**src/hw/rtl/utf8v_pkg.sv**
```systemverilog
// Shared types and constants for the UTF-8 string character validator.
// No dependencies; imported by utf8v_decode, the top level and the checker.

package utf8v_pkg;

    localparam int CP_W = 21;

    localparam logic [CP_W-1:0] CP_MAX        = 21'h10ffff;
    localparam logic [CP_W-1:0] SURR_LOW_END  = 21'h00d7ff;
    localparam logic [CP_W-1:0] SURR_HIGH_END = 21'h00e000;
    localparam logic [CP_W-1:0] ASCII_TOP     = 21'h00007e;
    localparam logic [CP_W-1:0] ASCII_SPACE   = 21'h000020;
    localparam logic [CP_W-1:0] MIN_TWO       = 21'h000080;
    localparam logic [CP_W-1:0] MIN_THREE     = 21'h000800;
    localparam logic [CP_W-1:0] MIN_FOUR      = 21'h010000;
    localparam logic [CP_W-1:0] TAB_CHAR      = 21'h000009;

    localparam logic [2:0] LEN_ONE   = 3'd1;
    localparam logic [2:0] LEN_TWO   = 3'd2;
    localparam logic [2:0] LEN_THREE = 3'd3;
    localparam logic [2:0] LEN_FOUR  = 3'd4;

    typedef enum logic [2:0] {
        ERR_NONE       = 3'd0,
        ERR_LEAD       = 3'd1,
        ERR_CONT       = 3'd2,
        ERR_OVERLONG   = 3'd3,
        ERR_RANGE      = 3'd4,
        ERR_DISALLOWED = 3'd5
    } utf8v_err_t;

    typedef struct packed {
        logic [1:0]      bytes_left;
        logic [2:0]      seq_len;
        logic [CP_W-1:0] partial_value;
        logic            seq_ok;
    } utf8v_state_t;

    typedef struct packed {
        logic            char_done;
        logic [CP_W-1:0] code_point;
        logic [2:0]      char_length;
        utf8v_err_t      error_code;
    } utf8v_result_t;

endpackage

```
**src/hw/rtl/utf8v_decode.sv**
```systemverilog
// Per-byte UTF-8 decode step: next sequence state and the result for one byte.
// Pure combinational logic; depends on utf8v_pkg.

module utf8v_decode (
    input  utf8v_pkg::utf8v_state_t  state,
    input  logic [7:0]               data_byte,
    input  logic                     restart,
    output utf8v_pkg::utf8v_state_t  state_next,
    output utf8v_pkg::utf8v_result_t result
);
    import utf8v_pkg::*;

    logic [1:0]      bl;
    logic [CP_W-1:0] pv;
    logic            ok;
    logic [CP_W-1:0] cp;
    logic [2:0]      len;
    logic [1:0]      bl_next;
    logic            ok_next;
    utf8v_err_t      err_byte;
    utf8v_err_t      err_char;
    logic            allowed;

    // restart drops the open sequence before the byte is looked at
    always_comb
    begin
        bl = restart ? 2'd0 : state.bytes_left;
        pv = restart ? '0 : state.partial_value;
        ok = restart ? 1'b1 : state.seq_ok;
    end

    always_comb
    begin
        cp       = pv;
        len      = state.seq_len;
        bl_next  = bl;
        ok_next  = ok;
        err_byte = ERR_NONE;
        if (bl == 2'd0)
        begin
            ok_next = 1'b1;
            if (data_byte[7] == 1'b0)
            begin
                cp  = {13'd0, data_byte};
                len = LEN_ONE;
            end
            else if (data_byte[7:5] == 3'b110)
            begin
                cp  = {10'd0, data_byte[4:0], 6'd0};
                len = LEN_TWO;
            end
            else if (data_byte[7:4] == 4'b1110)
            begin
                cp  = {5'd0, data_byte[3:0], 12'd0};
                len = LEN_THREE;
            end
            else if (data_byte[7:3] == 5'b11110)
            begin
                cp  = {data_byte[2:0], 18'd0};
                len = LEN_FOUR;
            end
            else
            begin
                cp       = '0;
                len      = LEN_ONE;
                ok_next  = 1'b0;
                err_byte = ERR_LEAD;
            end
            bl_next = 2'(len - 3'd1);
        end
        else
        begin
            if (data_byte[7:6] == 2'b10)
            begin
                case (bl)
                    2'd1:    cp = pv | {15'd0, data_byte[5:0]};
                    2'd2:    cp = pv | {9'd0, data_byte[5:0], 6'd0};
                    default: cp = pv | {3'd0, data_byte[5:0], 12'd0};
                endcase
            end
            else
            begin
                ok_next  = 1'b0;
                err_byte = ERR_CONT;
            end
            bl_next = bl - 2'd1;
        end
    end

    // character checks on the finished code point, in priority order
    always_comb
    begin
        allowed = (cp == TAB_CHAR)
                || (cp >= ASCII_SPACE && cp <= ASCII_TOP)
                || (cp >= MIN_TWO && cp <= SURR_LOW_END)
                || (cp >= SURR_HIGH_END);
        if ((len == LEN_TWO && cp < MIN_TWO) || (len == LEN_THREE && cp < MIN_THREE)
            || (len == LEN_FOUR && cp < MIN_FOUR))
            err_char = ERR_OVERLONG;
        else if (cp > CP_MAX)
            err_char = ERR_RANGE;
        else if (!allowed)
            err_char = ERR_DISALLOWED;
        else
            err_char = ERR_NONE;
    end

    always_comb
    begin
        state_next.bytes_left    = bl_next;
        state_next.seq_len       = len;
        state_next.partial_value = cp;
        state_next.seq_ok        = ok_next;

        result.char_done   = (bl_next == 2'd0);
        result.code_point  = cp;
        result.char_length = len;
        if (err_byte != ERR_NONE)
            result.error_code = err_byte;
        else if (bl_next != 2'd0)
            result.error_code = ERR_NONE;
        else if (!ok_next)
            result.error_code = ERR_CONT;
        else
            result.error_code = err_char;
    end

endmodule

```
**src/hw/rtl/utf8_string_char_validator.sv**
```systemverilog
// Top level of the UTF-8 string character validator: input register,
// decode step, sequence state and result register. Uses utf8v_pkg, utf8v_decode.
//
// Usage:
//   Input channel (in_valid / in_stall): one beat carries one byte of the
//   string body in data_byte; restart=1 drops any unfinished sequence
//   before that byte is decoded (use it at the start of each new string).
//   Output channel (out_valid / out_stall): exactly one beat per input
//   beat, in order: char_done, code_point, char_length, error_code.
//   Path: an accepted byte waits in the input register, then is decoded
//   into the result register and shows on the output from then on.
//   Throughput: one byte per cycle while the receiver does not stall. The
//   decode is one shallow compare and shift step, and the sequence state
//   updates in the same cycle, so a byte can follow its predecessor directly.
//   Stall: the input register and the result register together hold two
//   beats. While the receiver stalls, a waiting result holds still and one
//   more byte is taken into the input register; in_stall rises only when
//   both are full. in_stall does not look at in_valid.
//   Reset (rst_n low, asynchronous): both registers empty, no sequence
//   open (bytes_left 0, seq_len 1, partial value 0, sequence ok).

module utf8_string_char_validator (
    input  logic        clk,
    input  logic        rst_n,
    input  logic        in_valid,
    output logic        in_stall,
    input  logic [7:0]  data_byte,
    input  logic        restart,
    output logic        out_valid,
    input  logic        out_stall,
    output logic        char_done,
    output logic [20:0] code_point,
    output logic [2:0]  char_length,
    output logic [2:0]  error_code
);
    import utf8v_pkg::*;

    logic          in_full_reg;
    logic          in_full_next;
    logic [7:0]    byte_reg;
    logic          restart_reg;
    utf8v_state_t  state_reg;
    utf8v_state_t  state_next;
    utf8v_result_t dec_result;
    utf8v_result_t result_reg;
    logic          out_valid_reg;
    logic          out_valid_next;
    logic          advance;

    // held byte moves on when the result register is free or being drained
    assign advance  = in_full_reg && (!out_valid_reg || !out_stall);
    assign in_stall = in_full_reg && !(!out_valid_reg || !out_stall);

    always_comb
    begin
        in_full_next = in_full_reg;
        if (!in_stall)
            in_full_next = in_valid;
        out_valid_next = out_valid_reg;
        if (advance)
            out_valid_next = 1'b1;
        else if (!out_stall)
            out_valid_next = 1'b0;
    end

    utf8v_decode u_decode (
        .state      (state_reg),
        .data_byte  (byte_reg),
        .restart    (restart_reg),
        .state_next (state_next),
        .result     (dec_result)
    );

    always_ff @(posedge clk or negedge rst_n)
    begin
        if (!rst_n)
        begin
            in_full_reg             <= 1'b0;
            out_valid_reg           <= 1'b0;
            state_reg.bytes_left    <= 2'd0;
            state_reg.seq_len       <= LEN_ONE;
            state_reg.partial_value <= '0;
            state_reg.seq_ok        <= 1'b1;
        end
        else
        begin
            in_full_reg   <= in_full_next;
            out_valid_reg <= out_valid_next;
            if (advance)
                state_reg <= state_next;
        end
    end

    // payload registers, no reset
    always_ff @(posedge clk)
    begin
        if (in_valid && !in_stall)
        begin
            byte_reg    <= data_byte;
            restart_reg <= restart;
        end
        if (advance)
            result_reg <= dec_result;
    end

    assign out_valid   = out_valid_reg;
    assign char_done   = result_reg.char_done;
    assign code_point  = result_reg.code_point;
    assign char_length = result_reg.char_length;
    assign error_code  = result_reg.error_code;

endmodule

```
**config.mk**
```make
export PLATFORM = sky130hd
export DESIGN_NAME = utf8_string_char_validator
export DESIGN_NICKNAME = d
export VERILOG_FILES = /design/src/hw/rtl/utf8v_pkg.sv /design/src/hw/rtl/utf8v_decode.sv /design/src/hw/rtl/utf8_string_char_validator.sv
export SDC_FILE = /design/constraint.sdc
export NUM_CORES = 1
export LEC_CHECK = 0
export BUFFER_PORTS_ARGS = -buffer_cell sky130_fd_sc_hd__clkbuf_2
export CAP_MARGIN = 5
export CORE_MARGIN = 5
export CORE_UTILIZATION = 57
export DETAILED_ROUTE_END_ITERATION = 8
export MAX_ROUTING_LAYER = met4
export PLACE_DENSITY = 0.79
export SYNTH_ARGS = -nofsm -noshare
export SYNTH_HDL_FRONTEND = slang
export SYNTH_SLANG_ARGS = --single-unit
```
**constraint.sdc**
```tcl
create_clock -name clk -period 3.9 [get_ports clk]
set_input_delay 0.195 -clock clk [delete_from_list [all_inputs] [get_ports clk]]
set_output_delay 0.195 -clock clk [all_outputs]
set_load 0.02 [all_outputs]
```
==> impl_metrics.toml, run 1 <==
[floorplanning]
coreArea_sq_mm = 0.00551
die_x_um = 85.5
rows = 27
fp.dieH_um = 85.5
initial_core_util_pct = 59.0
io_pins = 43
die_area_sq_mm = 0.00731

[global_routing]
overflow = 0
use_met2_pct = 31.9
antenna_found_initial = 0
use_met1_pct = 27.2
met3_usage_pct = 4.85
track_usage_pct = 21.3
grt_pass1_vias = 2363
grt_pass1_wl_um = 11700
grt.busiest_layer = "met2"
grt_max_degree = 40

[cts]
insertion_delay_ns = 0.34
numCtsBuffers = 9
cts.clk_slew.worst_paths_ns = 0.07
cts_resized = 0
clock-root-buffer = "clkbuf_8"
cts_tree = "done"
clock_path_buffers = 2
cts.sinks = 66
cts-htree-levels = 3

[run_status]
outcome = "completed"

[sta]
rsz0062_at_grt = "false"
tightest_slew_ns = 0.751
slew_violations = 0
finClkSkew_ns = 0.0112
slew_headroom_pct = 50.0
tns_ns = 0
fmaxAchievable_mhz = 291
setup_viol = 0
period_share_pct = 88.2
min_period_ns = 3.44
hold_viol = 0
whs_ns = 0.0260

[power_and_ir_drop]
power_leakage_nw = 1.64
ir_worst_vdd_v = 0.000375
powerDensity_mw_per_mm2 = 483

[route]
drtAntennaViolNets = 0
via_per_inst = 6.04
drcViolationCount = 0
firstDrtPassIters = 6
routed_wl_um = 7010
avgRoutedWirePerCell_um = 17.1
drt-initial-drc-count = 286
vias = 2472

[yosys]
netlist_area_sq_mm = 0.00325
synth_most_common_cell = "nand2_1"
synth_nets = 308
seq_area_frac_synth_pct = 56.6
postSynth.topFlopCell = "edfxtp_1"
yosysWarnings = 0
ys_top_cells_by_area = "edfxtp_1, dfrtp_1, nand2_1, a22o_1, mux2_2"
synth.top_cells.by_count = "nand2_1, edfxtp_1, dfrtp_1"
synth_cells = 291
synth-edff-count = 37
async_flop_share_pct = 43.9
synth_top_area_cell = "edfxtp_1"
ys_seq_elements = 66
synth_cell_types = 61
syn_area_per_cell_sq_um = 11.2
synth.top_cell.area_share_pct = 34.2

[cells_and_area]
largest_reg_flops = 27
layout.nets = 349
diodes = 0
synthToLayoutAreaGrowth_pct = 13.7
layout-drive-gt1-share_pct = 23.1
num-fill-cells = 420

[setup_path]
worstSetupEndpointType = "flip-flop"
crit_arrival_ns = 3.63
max_stage_delay_ns = 0.50
timing.critical_path.cells = "nor2b_1 -> inv_1 -> ha_1 -> or2_1 -> a21oi_2 -> nand4_1 -> a311o_1 -> a221oi_2 -> o31ai_1 -> a21oi_1"
slowest_stage = "a21oi_2"
critPathMaxFanout = 22
required_ns = 4.09
critPathKind = "reg2reg"
start_kind = "flip-flop"

[run]
drv_cap = 0

[placement]
place.gp.congestion = 0.980
io_buffers = 42
dp_hpwl_um = 4900

[min_path]
hp-class = "in2reg"
## power by group
part / switching (mW) / leakage [nW] / internal, mW
registers: 0.0494 / 0.745 / 0.823
logic: 0.220 / 0.791 / 0.120
clock network: 0.244 / 0.101 / 0.328
total: 0.514 / 1.64 / 1.27
## final cells by class
class / instances / area [sq um] / area share (%)
inverter: 14 / 52.6 / 1.42
clock inverter: 3 / 38.8 / 1.05
multi-input combinational: 195 / 1270 / 34.4
timing repair buffer: 46 / 243 / 6.57
sequential: 66 / 1840 / 49.8
tap: 72 / 90.1 / 2.44
clock buffer: 13 / 159 / 4.30
## repair_timing
| item | in CTS | in global routing |
|---|---|---|
| endpoints found under the hold margin | 27 | 0 |
| hold buffers | 1 | 0 |
| setup buffers | 0 | 0 |
## cell families (layout without fill, tap and decap cells)
logic type / count (synthesis) / after routing / synth area share (%)
multiplexers: 7 / 7 / 2.43
adder cells (fa/ha/maj): 4 / 4 / 1.54
buffers and inverters: 30 / 76 / 4.24
AO/OA/AOI/OAI: 82 / 82 / 19.2
flip-flops: 66 / 66 / 56.6
AND/OR/NAND/NOR: 102 / 102 / 16.0
## through the flow
| step | cell area [sq um] | power [mW] | cells | setup WS, ns | util (%) |
|---|---|---|---|---|---|
| 2_1_floorplan | 3250 | 1.12 | 291 | 1.20 | - |
| 3_3_place_gp | 3480 | 1.22 | 392 | 0.710 | 63.3 |
| 3_5_place_dp | 3480 | 1.22 | 392 | 0.573 | 63.3 |
| 4_1_cts | 3690 | 1.79 | 409 | 0.542 | 67.1 |
| 5_1_grt | 3690 | 1.87 | 409 | 0.143 | 67.1 |
| 6_report | 3690 | 1.78 | 409 | 0.462 | 67.1 |
## final timing paths
kind                                            from                     endpoint  slack, ns  cells after the start
max in group asynchronous                      rst_n     state_reg[7]$_DFFE_PN0P_       2.97                      2
max reg2reg                    restart_reg$_DFFE_PP_  error_code[2]$_SDFFCE_PP0P_       0.46                     10
min                                     data_byte[5]        byte_reg[5]$_DFFE_PP_       0.03                      1
min in group asynchronous                      rst_n        out_valid$_DFFE_PN0P_       0.45                      2
max                            restart_reg$_DFFE_PP_  error_code[2]$_SDFFCE_PP0P_       0.46                     10
min reg2reg                state_reg[22]$_DFFE_PN1P_    state_reg[22]$_DFFE_PN1P_       0.46                      2
## layout by cell type, fill, tap and decap left out, types with 6 or more instances in the layout
cell       n
a21oi_1   15
a22o_1    13
clkbuf_2  42
clkbuf_8  11
dfrtp_1   27
edfxtp_1  37
inv_1     13
mux2_2     7
nand2_1   46
nand2b_1   6
nand3_1    8
nor2_1    12
o21ai_0   13
## routing by layer
layer  vias up  share of wire, %
met1      1190                42
met2        99                48
li1       1165                 -
met5         -                 0
met3        18               7.6
met4         0               2.4
## critical path, delay by kind of cell, from the launching register on
family,cells,cell delay [ns]
adder cells (fa/ha/maj),1,0.45
AO/OA/AOI/OAI,5,1.39
flip-flops,1,0.46
AND/OR/NAND/NOR,3,0.84
buffers and inverters,1,0.13
Power figures use the tool's default switching activity.
==> run 2: changes to the inputs <==
CORE_UTILIZATION = 50   (was 57)
PLACE_DENSITY = 0.71   (was 0.79)
==> run 2 against run 1 <==
First-iteration DRC count down 39%. Worst hold slack worse by 0.0020 ns. Non-clock buffer count grew 1. Setup slack worse by 0.020 ns. Largest power group unchanged. Highest routed layer unchanged.
==> impl_metrics.toml, run 2 (synthesis results as in run 1) <==
[global_routing]
grt_max_degree = 39
grt_pass1_wl_um = 12000
overflow = 0
track_usage_pct = 18.9
grt_pass1_vias = 2341
antenna_found_initial = 0

[power_and_ir_drop]
switchingPower_mw = 0.529
finalPower_mw = 1.87
power_frac_comb_pct = 18.4
pwr-share-seq_pct = 46.7
ir_worst_vdd_v = 0.000340
p_clk_share_pct = 35.0
p_int_mw = 1.34
power_leakage_nw = 1.66
switching_share_pct = 28.3
powerDensity_mw_per_mm2 = 500

[cts]
cts.clk_slew.worst_paths_ns = 0.07
clock-root-buffer = "clkbuf_8"
numCtsBuffers = 9
cts.sinks = 66
cts-htree-levels = 3
cts_hold_buf = 1
cts_resized = 0
cts_tree = "done"
insertion_delay_ns = 0.34
cts_setup_buffers = 0
clock_path_buffers = 2

[setup_path]
worstSetupEndpointType = "flip-flop"
start_kind = "flip-flop"
required_ns = 4.09
crit_arrival_ns = 3.65
timing.critical_path.cells = "nor2b_1 -> inv_1 -> ha_1 -> or2_1 -> a21oi_2 -> nand4_1 -> a311o_1 -> a221oi_2 -> o31ai_1 -> a21oi_1"
slowest_stage = "a21oi_2"
critPathKind = "reg2reg"
critPathMaxFanout = 22
cpLargestDelayFamily = "compound AO/OA/AOI/OAI gates"
max_stage_delay_ns = 0.49
timing.critical_path.buf_inv = 1

[sta]
fin_ws_ns = 0.443
slew_headroom_pct = 50.6
slew_violations = 0
finClkSkew_ns = 0.00731
tightest_slew_ns = 0.741
period_share_pct = 88.7
rsz0062_at_grt = "false"
fmaxAchievable_mhz = 289
min_period_ns = 3.46
hold_viol = 0
setup_viol = 0
tns_ns = 0

[cells_and_area]
num-fill-cells = 507
final-seq-area_sq_mm = 0.00184
multi_input_area_sq_mm = 0.00127
final_common_cell = "nand2_1"
layout.nets = 350
synthToLayoutAreaGrowth_pct = 15.1
most-common-layout-cells = "nand2_1, clkbuf_2, edfxtp_1"
layout-drive-gt1-share_pct = 24.0
diodes = 0
largest_reg_flops = 27
finalInstanceArea_sq_mm = 0.00374

[placement]
pre_cts_slack_ns = 0.504
dp_hpwl_um = 5060
place.gp.congestion = 0.944
io_buffers = 42
placed_area_sq_mm = 0.00350

[route]
drt-initial-drc-count = 175
firstDrtPassIters = 4
vias = 2414
via_per_inst = 5.82
drtAntennaViolNets = 0
routed_wl_um = 7180
drcViolationCount = 0
avgRoutedWirePerCell_um = 17.3

[run_status]
outcome = "completed"

[floorplanning]
die_x_um = 90.6
coreArea_sq_mm = 0.00635
fp.dieH_um = 90.6
io_pins = 43
rows = 29
die_area_sq_mm = 0.00821
initial_core_util_pct = 51.1

[min_path]
hp-class = "in2reg"

[run]
drv_cap = 0
-- run 2: cell count changes in the layout (fill, tap and decap cells not counted), sizes merged --
cell and delta:
buf +1, bufinv +1, clkbuf -1
-- run 2: per-stage QoR --
| step | hold slack (ns) | utilization (%) | instances |
|---|---|---|---|
| 2_1_floorplan | -0.101 | - | 291 |
| 3_3_place_gp | 0.291 | 55.1 | 398 |
| 3_5_place_dp | 0.291 | 55.1 | 398 |
| 4_1_cts | 0.0177 | 58.9 | 415 |
| 5_1_grt | 0.0101 | 58.9 | 415 |
| 6_report | 0.0241 | 58.9 | 415 |
-- run 2: path summary, 6_finish.rpt --
| check | startpoint | cells after the start | end | slack, ns |
|---|---|---|---|---|
| max reg2reg | restart_reg$_DFFE_PP_ | 10 | error_code[2]$_SDFFCE_PP0P_ | 0.44 |
| min reg2reg | state_reg[22]$_DFFE_PN1P_ | 2 | state_reg[22]$_DFFE_PN1P_ | 0.46 |
| max in group asynchronous | rst_n | 2 | state_reg[8]$_DFFE_PN0P_ | 2.98 |
| max | restart_reg$_DFFE_PP_ | 10 | error_code[2]$_SDFFCE_PP0P_ | 0.44 |
| min in group asynchronous | rst_n | 2 | state_reg[19]$_DFFE_PN0P_ | 0.44 |
| min | data_byte[5] | 1 | byte_reg[5]$_DFFE_PP_ | 0.02 |
-- run 2: power by group through the flow --
stage / clock (mW) / combinational (mW) / sequential [mW]
global route: 0.693 / 0.379 / 0.880
global placement: 0 / 0.337 / 0.885
CTS: 0.660 / 0.344 / 0.871
floorplan: 0 / 0.221 / 0.903
finish: 0.653 / 0.343 / 0.872
detailed placement: 0 / 0.342 / 0.885
-- run 2: area by class of cell --
| cell class | instances | area share (%) |
|---|---|---|
| Sequential cell | 66 | 49.2 |
| Inverter | 14 | 1.41 |
| Clock inverter | 4 | 1.98 |
| Tap cell | 77 | 2.58 |
| Multi-Input combinational cell | 195 | 34.0 |
| Timing Repair Buffer | 47 | 6.70 |
| Clock buffer | 12 | 4.15 |
-- run 2: layer usage --
| layer | track usage (%) | part of all wire, % | vias to the layer above |
|---|---|---|---|
| met5 | - | 0 | - |
| met4 | 7.69 | 1.7 | 0 |
| met3 | 4.00 | 5.9 | 14 |
| met2 | 27.5 | 47 | 70 |
| met1 | 25.7 | 45 | 1166 |
| li1 | - | - | 1164 |
